<file path="config.mk">
export PLATFORM = sky130hd
export DESIGN_NAME = clock_page_replacement_unit
export DESIGN_NICKNAME = d
export VERILOG_FILES = /design/src/rtl/core/cpr_pkg.sv /design/src/rtl/core/cpr_page_ram.sv /design/src/rtl/core/cpr_engine.sv /design/src/rtl/core/clock_page_replacement_unit.sv
export SDC_FILE = /design/constraint.sdc
export NUM_CORES = 1
export LEC_CHECK = 0
export ABC_AREA = 0
export BUFFER_PORTS_ARGS = -buffer_cell sky130_fd_sc_hd__buf_4
export CAP_MARGIN = 20
export CORE_AREA = 2 2 161 163
export DETAILED_ROUTE_END_ITERATION = 6
export DIE_AREA = 0 0 163 165
export GPL_ROUTABILITY_DRIVEN = 0
export PLACE_DENSITY_LB_ADDON = 0.1
export SETUP_SLACK_MARGIN = 0.3
export SLEW_MARGIN = 20
export SYNTH_ARGS = -nofsm -noshare
export SYNTH_HDL_FRONTEND = slang
export SYNTH_SLANG_ARGS = --single-unit
</file>
<file path="constraint.sdc">
create_clock -name i_clk -period 7.1 [get_ports i_clk]
set_input_delay 1.065 -clock i_clk [delete_from_list [all_inputs] [get_ports i_clk]]
set_output_delay 1.065 -clock i_clk [all_outputs]
set_load 0.1 [all_outputs]
</file>
<file path="src/rtl/core/cpr_pkg.sv">
`timescale 1ns / 1ps

package cpr_pkg;

    localparam int unsigned C_PAGE_W      = 16;
    localparam int unsigned C_FRAME_IDX_W = 3;
    localparam int unsigned C_COUNT_W     = 32;
    localparam int unsigned C_CFG_W       = 4;

    localparam logic [C_CFG_W-1:0]   C_FRAMES_RESET = 4'd8;
    localparam logic [C_COUNT_W-1:0] C_COUNT_MAX    = '1;

    typedef struct packed {
        logic [C_PAGE_W-1:0] page;
        logic                end_of_string;
    } t_cpr_in;

    typedef struct packed {
        logic                     hit;
        logic [C_FRAME_IDX_W-1:0] frame_index;
        logic [C_COUNT_W-1:0]     fault_count;
    } t_cpr_out;

endpackage

</file>
<file path="src/rtl/core/cpr_page_ram.sv">
`timescale 1ns / 1ps

module cpr_page_ram #(
    parameter int unsigned DEPTH = 8,
    parameter int unsigned WIDTH = 16,
    parameter int unsigned AW    = 3
) (
    input  logic             i_clk,
    input  logic             i_we,
    input  logic [AW-1:0]    i_waddr,
    input  logic [WIDTH-1:0] i_wdata,
    input  logic             i_re,
    input  logic [AW-1:0]    i_raddr,
    output logic [WIDTH-1:0] o_rdata
);

    logic [WIDTH-1:0] r_mem [DEPTH];
    logic [WIDTH-1:0] r_rdata;

    always_ff @(posedge i_clk) begin
        if (i_we) begin
            r_mem[i_waddr] <= i_wdata;
        end
    end

    always_ff @(posedge i_clk) begin
        if (i_re) begin
            r_rdata <= r_mem[i_raddr];
        end
    end

    assign o_rdata = r_rdata;

endmodule

</file>
<file path="src/rtl/core/cpr_engine.sv">
`timescale 1ns / 1ps

module cpr_engine
    import cpr_pkg::*;
#(
    parameter int unsigned FRAMES    = 8,
    parameter int unsigned PAGE_BITS = 16,
    parameter int unsigned IDX_W     = 3,
    parameter int unsigned CNT_W     = 4
) (
    input  logic                 i_clk,
    input  logic                 i_rst_n,
    input  logic [CNT_W-1:0]     i_active,
    input  logic                 i_in_valid,
    output logic                 o_in_ready,
    input  t_cpr_in              i_in_data,
    output logic                 o_out_valid,
    input  logic                 i_out_ready,
    output t_cpr_out             o_out_data,
    output logic                 o_ram_we,
    output logic [IDX_W-1:0]     o_ram_waddr,
    output logic [PAGE_BITS-1:0] o_ram_wdata,
    output logic                 o_ram_re,
    output logic [IDX_W-1:0]     o_ram_raddr,
    input  logic [PAGE_BITS-1:0] i_ram_rdata
);

    typedef enum logic [1:0] {
        S_IDLE,
        S_LOOK,
        S_SWEEP,
        S_DONE
    } t_state;

    t_state               r_state;
    logic [PAGE_BITS-1:0] r_key;
    logic                 r_last;
    logic [CNT_W-1:0]     r_scan;
    logic [IDX_W-1:0]     r_cmp_idx;
    logic                 r_cmp_vld;
    logic [FRAMES-1:0]    r_vld;
    logic [FRAMES-1:0]    r_ref;
    logic [IDX_W-1:0]     r_hand;
    logic [C_COUNT_W-1:0] r_faults;
    logic [IDX_W-1:0]     r_slot;
    logic                 r_hit;
    logic                 r_out_valid;
    t_cpr_out             r_out;

    logic             w_issue;
    logic             w_match;
    logic             w_cmp_last;
    logic [CNT_W-1:0] w_hand_inc;
    logic [IDX_W-1:0] n_hand;
    logic             w_out_free;

    assign w_issue    = (r_state == S_LOOK) && (r_scan < i_active);
    assign w_match    = r_cmp_vld && r_vld[r_cmp_idx] && (i_ram_rdata == r_key);
    assign w_cmp_last = r_cmp_vld && ((CNT_W'(r_cmp_idx) + CNT_W'(1)) == i_active);
    assign w_hand_inc = CNT_W'(r_hand) + CNT_W'(1);
    assign n_hand     = (w_hand_inc >= i_active) ? '0 : w_hand_inc[IDX_W-1:0];
    assign w_out_free = !r_out_valid || i_out_ready;

    assign o_ram_re    = w_issue;
    assign o_ram_raddr = r_scan[IDX_W-1:0];
    assign o_ram_we    = (r_state == S_SWEEP) && !r_ref[r_hand];
    assign o_ram_waddr = r_hand;
    assign o_ram_wdata = r_key;

    always_ff @(posedge i_clk) begin
        if (!i_rst_n) begin
            r_state     <= S_IDLE;
            r_cmp_vld   <= 1'b0;
            r_vld       <= '0;
            r_ref       <= '0;
            r_hand      <= '0;
            r_faults    <= '0;
            r_out_valid <= 1'b0;
        end else begin
            if (r_out_valid && i_out_ready && (r_state != S_DONE)) begin
                r_out_valid <= 1'b0;
            end
            r_cmp_vld <= w_issue;
            if (w_issue) begin
                r_cmp_idx <= r_scan[IDX_W-1:0];
                r_scan    <= r_scan + CNT_W'(1);
            end
            case (r_state)
                S_IDLE: begin
                    if (i_in_valid) begin
                        r_key     <= PAGE_BITS'(i_in_data.page);
                        r_last    <= i_in_data.end_of_string;
                        r_scan    <= '0;
                        r_state   <= S_LOOK;
                    end
                end
                S_LOOK: begin
                    if (w_match) begin
                        r_ref[r_cmp_idx] <= 1'b1;
                        r_slot           <= r_cmp_idx;
                        r_hit            <= 1'b1;
                        r_state          <= S_DONE;
                    end else if (w_cmp_last) begin
                        r_hit <= 1'b0;
                        if (r_faults != C_COUNT_MAX) begin
                            r_faults <= r_faults + C_COUNT_W'(1);
                        end
                        // hand left beyond a shrunk frame count restarts at zero
                        if (CNT_W'(r_hand) >= i_active) begin
                            r_hand <= '0;
                        end
                        r_state <= S_SWEEP;
                    end
                end
                S_SWEEP: begin
                    if (r_ref[r_hand]) begin
                        r_ref[r_hand] <= 1'b0;
                    end else begin
                        r_vld[r_hand] <= 1'b1;
                        r_ref[r_hand] <= 1'b1;
                        r_slot        <= r_hand;
                        r_state       <= S_DONE;
                    end
                    r_hand <= n_hand;
                end
                S_DONE: begin
                    if (w_out_free) begin
                        r_out_valid       <= 1'b1;
                        r_out.hit         <= r_hit;
                        r_out.frame_index <= C_FRAME_IDX_W'(r_slot);
                        r_out.fault_count <= r_faults;
                        if (r_last) begin
                            r_vld    <= '0;
                            r_ref    <= '0;
                            r_hand   <= '0;
                            r_faults <= '0;
                        end
                        r_state <= S_IDLE;
                    end
                end
                default: begin
                    r_state <= S_IDLE;
                end
            endcase
        end
    end

    assign o_in_ready  = (r_state == S_IDLE);
    assign o_out_valid = r_out_valid;
    assign o_out_data  = r_out;

    a_fault_nonzero: assert property (@(posedge i_clk) disable iff (!i_rst_n)
        (r_out_valid && !r_out.hit) |-> (r_out.fault_count != '0))
        else $error("fault beat carries a zero fault count");

    a_hit_sets_ref: assert property (@(posedge i_clk) disable iff (!i_rst_n)
        (r_state == S_LOOK && w_match) |=> r_ref[$past(r_cmp_idx)])
        else $error("hit did not set the reference bit");

    a_fill_valid: assert property (@(posedge i_clk) disable iff (!i_rst_n)
        (r_state == S_SWEEP && !r_ref[r_hand]) |=> r_vld[$past(r_hand)])
        else $error("replaced frame not marked valid");

    a_hand_range: assert property (@(posedge i_clk) disable iff (!i_rst_n)
        (r_state == S_SWEEP) |-> (CNT_W'(r_hand) < i_active))
        else $error("clock hand outside active frames during sweep");

    a_no_write_in_lookup: assert property (@(posedge i_clk) disable iff (!i_rst_n)
        o_ram_re |-> !o_ram_we)
        else $error("page memory read and write overlap");

endmodule

</file>
<file path="src/rtl/core/clock_page_replacement_unit.sv">
`timescale 1ns / 1ps
// each beat: accept, then a lookup with one page memory read per active frame,
// on a miss a clock hand sweep that replaces a frame, then the result
// one reference in flight; the next is taken while the previous result waits
// synchronous active-low reset: frames empty, hand and fault count zero, frame count 8

module clock_page_replacement_unit
    import cpr_pkg::*;
#(
    parameter int unsigned FRAMES    = 8,
    parameter int unsigned PAGE_BITS = 16
) (
    input  logic               i_clk,
    input  logic               i_rst_n,
    input  logic               i_in_valid,
    output logic               o_in_ready,
    input  t_cpr_in            i_in_data,
    output logic               o_out_valid,
    input  logic               i_out_ready,
    output t_cpr_out           o_out_data,
    input  logic               i_cfg_we,
    input  logic [C_CFG_W-1:0] i_cfg_wdata
);

    localparam int unsigned IDX_W = (FRAMES > 1) ? $clog2(FRAMES) : 1;
    localparam int unsigned CNT_W = $clog2(FRAMES + 1);

    logic [C_CFG_W-1:0]   r_frames;
    logic [CNT_W-1:0]     w_active;
    logic                 w_ram_we;
    logic [IDX_W-1:0]     w_ram_waddr;
    logic [PAGE_BITS-1:0] w_ram_wdata;
    logic                 w_ram_re;
    logic [IDX_W-1:0]     w_ram_raddr;
    logic [PAGE_BITS-1:0] w_ram_rdata;

    always_ff @(posedge i_clk) begin
        if (!i_rst_n) begin
            r_frames <= C_FRAMES_RESET;
        end else if (i_cfg_we) begin
            r_frames <= i_cfg_wdata;
        end
    end

    always_comb begin
        if (r_frames == '0) begin
            w_active = CNT_W'(1);
        end else if (32'(r_frames) > 32'(FRAMES)) begin
            w_active = CNT_W'(FRAMES);
        end else begin
            w_active = CNT_W'(r_frames);
        end
    end

    cpr_page_ram #(
        .DEPTH (FRAMES),
        .WIDTH (PAGE_BITS),
        .AW    (IDX_W)
    ) u_page_ram (
        .i_clk   (i_clk),
        .i_we    (w_ram_we),
        .i_waddr (w_ram_waddr),
        .i_wdata (w_ram_wdata),
        .i_re    (w_ram_re),
        .i_raddr (w_ram_raddr),
        .o_rdata (w_ram_rdata)
    );

    cpr_engine #(
        .FRAMES    (FRAMES),
        .PAGE_BITS (PAGE_BITS),
        .IDX_W     (IDX_W),
        .CNT_W     (CNT_W)
    ) u_engine (
        .i_clk       (i_clk),
        .i_rst_n     (i_rst_n),
        .i_active    (w_active),
        .i_in_valid  (i_in_valid),
        .o_in_ready  (o_in_ready),
        .i_in_data   (i_in_data),
        .o_out_valid (o_out_valid),
        .i_out_ready (i_out_ready),
        .o_out_data  (o_out_data),
        .o_ram_we    (w_ram_we),
        .o_ram_waddr (w_ram_waddr),
        .o_ram_wdata (w_ram_wdata),
        .o_ram_re    (w_ram_re),
        .o_ram_raddr (w_ram_raddr),
        .i_ram_rdata (w_ram_rdata)
    );

endmodule
</file>
* Yosys cells after proc, flatten, opt, wreduce, memory -nomap -nowiden
Memory sizes are Yosys's and may differ from the RTL's. A register that Yosys moved wholly into a read port is not among the register bits. Index checks and enable logic that the tools add are counted.
Operators by class: multiply operators 0, magnitude comparators 8, shift-type cells 0, bitwise operators 5, muxes and demuxes 48, add/subtract/negate cells 4, div/mod/pow operators 0, reduce and logical (&&, ||, !) cells 29, equal/unequal tests 17
Operators by type and width (count):
- two-way mux 32 bit | 5
- case mux 32 bit (2 select lines) | 1
- two-way mux 8 bit | 5
- adder 32 x 1 -> 32 bit (second input constant) | 1
- inequality test 32 bit (second input constant) | 1
- two-way mux 3 bit | 8
- bitwise OR 8 bit | 3
- case mux 8 bit (3 select lines) | 1
- two-way mux 4 bit | 5
- == test 16 bit | 1
- case mux 8 bit (2 select lines) | 1
- AND reduction 4 bit | 4
- inequality test 2 bit (second input constant) | 6
- AND reduction 6 bit | 2
- two-way mux 1 bit | 10
- two-way mux 2 bit | 5
- logical AND 1 bit | 9
- case mux 3 bit (3 select lines) | 1
- AND reduction 3 bit | 3
- adder 3 x 1 -> 4 bit (second input constant) | 2
- bitwise AND 8 bit | 1
- < comparator 3 x 4 -> 1 bit (second input constant) | 2
- inequality test 2 x 1 -> 1 bit (second input constant) | 4
- inverter 8 bit | 1
- other kinds (21) | 29
Word-level totals: memory bits (read-only) 0, bits in latches 0, bits of input ports 26, word-level logic and storage cells 129, register bits after elaboration 123, RAM bits 128, output and inout bits 38, memories kept 1
Memory list:
- u_page_ram.r_mem | depth 8, bits a word 16, rd ports 1, clocked after memory_dff 1, wr ports 1, RTL line cpr_page_ram.sv:17 | logic [WIDTH-1:0] r_mem [DEPTH];

* Depth between registers and ports, before layout
depth in word-level cells 8, gate-level depth with buffers 11, depth with buffers taken out 11

* Cells and area by module
From an unflattened synthesis, not the netlist that was laid out.
Second synthesis, totals: cell total of the unflattened synthesis 838, area total of the unflattened synthesis 11703.7 um^2
Modules (own cells, without submodules):
- cpr_engine | cells each 606, area each 6065.8 um^2, instances 1
- cpr_page_ram | cells each 214, area each 5454.0 um^2, instances 1
- clock_page_replacement_unit | cells each 18, area each 183.9 um^2, instances 1

* Worst setup path after synthesis
Ideal clock, no wire load.
path kind register to register, from reg u_engine.r_hand[0] (netlist: u_engine.o_ram_waddr[0]), to reg u_engine.r_ref[3], slack 3.983 ns, clock period less this slack 3.117 ns, arrival time 3.040 ns, buffers on the path 1, setup time 0.077 ns, cell stages (with the launch flop) 10, required time 7.023 ns, cells stage by stage dfxtp_1 > buf_2 > inv_1 > nor2_1 > a22o_1 > a211oi_1 > nand2_1 > nor3_1 > o21ai_0 > a21boi_0
Between the ends: longest elaborated chain between the ends 8, elaborated cells on any way between the ends 12, those cells by class order compare (2); mux (6); bitwise (3); reduce/logical (1)
RTL lines:
- start, declared | RTL line cpr_engine.sv:43 | logic [IDX_W-1:0] r_hand;
- start signal, assigned | RTL line cpr_engine.sv:124 | r_hand <= n_hand;
- < comparator 3 x 4 -> 1 bit (implied by the code) / >= comparator 3 x 1 -> 1 bit (equally long branches) | RTL line cpr_engine.sv:117, cpr_engine.sv:120
- logical AND 1 bit (implied by the code) | RTL line cpr_engine.sv:117, cpr_engine.sv:120
- two-way mux 1 bit (implied by the code) | RTL line cpr_engine.sv:117, cpr_engine.sv:120
- demux 1 bit (select 3 bit)
- inverter 8 bit (no source line)
- bitwise AND 8 bit (no source line)
- two-way mux 8 bit (*) | RTL line cpr_engine.sv:116 | if (r_ref[r_hand]) begin
- case mux 8 bit (3 select lines) (*) | RTL line cpr_engine.sv:88 | case (r_state)
- end signal, assigned by index | RTL line cpr_engine.sv:99 | r_ref[r_cmp_idx] <= 1'b1;
- end signal, assigned by index | RTL line cpr_engine.sv:117 | r_ref[r_hand] <= 1'b0;
- end signal, assigned by index | RTL line cpr_engine.sv:120 | r_ref[r_hand] <= 1'b1;
- end, declared | RTL line cpr_engine.sv:42 | logic [FRAMES-1:0] r_ref;
Mark *: on every way between the ends. The rest lies on a longest branch, timed or not. The select of a mux whose other input is x is not followed. A chain may end at the register's enable or synchronous reset.

* Final worst setup path
from reg u_engine.r_cmp_idx[0], to reg u_engine.r_faults[15]
Between the ends: longest elaborated chain between the ends 6, elaborated cells on any way between the ends 10, those cells by class add/sub (1); eq/ne (3); mux (2); reduce/logical (4)
RTL lines:
- start, declared | RTL line cpr_engine.sv:39 | logic [IDX_W-1:0] r_cmp_idx;
- start signal, assigned | RTL line cpr_engine.sv:85 | r_cmp_idx <= r_scan[IDX_W-1:0];
- branches (longest 5 deep; another with adder 3 x 1 -> 4 bit)
- AND reduction 6 bit (no source line) (*)
- end signal, assigned | RTL line cpr_engine.sv:106 | r_faults <= r_faults + C_COUNT_W'(1);
- end, declared | RTL line cpr_engine.sv:44 | logic [C_COUNT_W-1:0] r_faults;
Every way passes the cells marked *. The select of a mux whose other input is x is not followed.

==> flow_summary.toml <==
[global_routing]
globalRouteOverflowTotal = 0
antenna_found_initial = 0
first_global_vias = 6612
grt_max_degree = 52
grt_first_pass_wirelength_mm = 36.6
grtUsageTotal_pct = 17.6

[worst_setup_path]
cp_max_fo = 19
end_kind = "register"
crit_type = "register to register"
r2r_cells = 8
worstPathRequired_ps = 7530
startpoint_type = "register"
crit_arrival_ps = 3790

[clocking]
cts.sink_count = 267
clock_latency_ps = 540
cts_tree = "yes"
ctsHoldBuffers = 0
cts_buffers = 28
cts_resized = 0
cts_htree_levels = 1
ctsRootBufferMaster = "clkbuf_16"
path_clk_slew_ps = 60
postCtsSetupBuffers = 0
clockBufferDepth = 3

[placement]
pre_cts_slack_ps = 3690
placed_area_mm2 = 0.0120
place_hpwl_mm = 14.5
portBuffers = 63

[layout]
area_growth_pct = 15.6
drive_gt1_share_pct = 23.0
antenna_cells = 0
stdcell_area_mm2 = 0.0129
nets = 879

[yosys]
synthArstFlopShare_pct = 0
seq_area_frac_synth_pct = 66.7
netlist.area_leader.share_pct = 56.1
syn_inst = 762
yosysTopAreaCell = "edfxtp_1"
synth_cell_types = 64
synth_edf_count = 208
synth_area_mm2 = 0.0111
post-synth-top-count-cell = "edfxtp_1"
synth-main-ff-cell = "edfxtp_1"
ys_warn_count = 0
synth_common_cells = "208 x edfxtp_1, 59 x dfxtp_1, 55 x nor2_1"
synth_area_leaders = "edfxtp_1 56%, dfxtp_1 11%, mux4_2 6.5%"
synth.avg_cell_area_um2 = 14.6
ys_ff_latch = 267
synth_nets = 807

[floorplanning]
core_region_area_mm2 = 0.0250
rows = 58
die_h_um = 165
die_w_um = 163
initial_utilization_pct = 44.5
ios = 64
dieArea_mm2 = 0.0269

[route]
vias = 6509
drc_errors = 0
drt-total-wl_mm = 23.2
ant_nets = 0
routedWlPerCell_um = 19.6
avgViaCountPerCell = 5.49
dr.pass1.iters = 4
drtIter0Drc = 438

[power]
combPwrFrac_pct = 18.5
p_leak_nw = 4.35
cellPowerDensity_mw_per_mm2 = 316
power_switching_share_pct = 27.3
p_int_mw = 2.96
switchingPower_mw = 1.11
ir_drop_mv = 0.271
clkPwrFrac_pct = 34.1
pwr-share-seq_pct = 47.4

[hold_path]
hold_path_depth = 0
hold_path.class = "register to register"

[sta]
finalSetupViolCount = 0
tightest_slew_ps = 1080
hold_viol = 0
slew_headroom_pct = 28.1
rsz0062_at_grt = "false"
period_needed_ps = 3360
skew_ps = 13.0
max_clock_freq_mhz = 297
slew_violations = 0
finalWorstSetupSlack_ps = 3740
period_share_pct = 47.4
setup_tns_ps = 0

[run]
cap_violations = 0

[status]
status = "finished, final reports clean"
[kinds of logic (layout without fill, tap and decap cells)]
logic type / after synthesis / after routing / share of synthesized area (%)
flops: 267 / 267 / 66.7
buf+inv: 45 / 138 / 1.71
fa+ha+maj: 19 / 19 / 2.14
compound gates: 134 / 134 / 8.23
mux: 62 / 62 / 9.38
xor+xnor: 28 / 28 / 2.20
simple gates: 207 / 207 / 9.63
[per-layer routing]
metal	GRT usage, %	routed length, µm	vias up
met3	2.54	719	37
met5	0	0	-
met1	22.7	10300	3273
li1	-	-	3080
met2	30.8	11700	119
met4	5.43	503	0
[final cells by class]
| cell class | instances | area [µm²] |
|---|---|---|
| sequential | 267 | 7430 |
| tap | 330 | 413 |
| timing repair buffer | 76 | 571 |
| multi-input combinational | 450 | 3530 |
| clock buffer | 38 | 790 |
| fill | 2142 | 12200 |
| clock inverter | 13 | 93.8 |
| inverter | 11 | 41.3 |
[metrics by stage]
step | hold WS, ps | util [%] | std cells | power (mW)
finish | 419 | 51.4 | 1185 | 4.07
global placement | 405 | 47.9 | 1134 | 2.71
CTS | 421 | 51.4 | 1185 | 4.11
detailed placement | 406 | 47.9 | 1134 | 2.73
floorplan | 400 | - | 762 | 2.51
global route | 428 | 51.4 | 1185 | 4.24
[layout by cell type, fill, tap and decap left out, drive strengths merged, types with 17 or more instances in the layout]
cell    count
dfxtp      59
o21ai      48
xor2       25
mux2       19
clkbuf     38
and3       17
a21oi      28
mux4       32
ha         19
buf        76
edfxtp    208
nor2       56
nand2      42
[critical path, cell delays in order, from the launching register on]
cell and delay (ps):
edfxtp_1 630, ha_1 450, or4_1 410, a31oi_1 210
o221ai_2 210, nor3_4 480, o21ai_2 340, and3_1 300
a31o_2 200
[final timing paths]
check / slack, ps / startpoint / end
setup / recovery: 3740 / u_engine.r_cmp_idx[0] / u_engine.r_faults[15]
hold reg to reg: 420 / u_engine.r_slot[1] / u_engine.o_out_data[33]
hold / removal: 420 / u_engine.r_slot[1] / u_engine.o_out_data[33]
setup reg to reg: 3740 / u_engine.r_cmp_idx[0] / u_engine.r_faults[15]
[registers in the layout, summed over array words and instances, names as in the netlist, 4 cells and up]
| signal | cells |
|---|---|
| u_page_ram.o_rdata | 16 |
| u_engine.o_ram_wdata | 16 |
| u_engine.o_out_data | 36 |
| u_page_ram.r_mem | 128 |
| u_engine.r_faults | 32 |
| u_engine.r_ref | 8 |
| u_engine.r_scan | 4 |
| r_frames | 4 |
| u_engine.r_vld | 8 |
[power by group through the flow]
stage	combinational, mW	sequential (mW)	clock, mW
finish	0.755	1.93	1.39
global route	0.823	1.94	1.47
CTS	0.770	1.93	1.41
global placement	0.754	1.95	0
detailed placement	0.766	1.96	0
floorplan	0.541	1.97	0
Power figures use the tool's default switching activity.
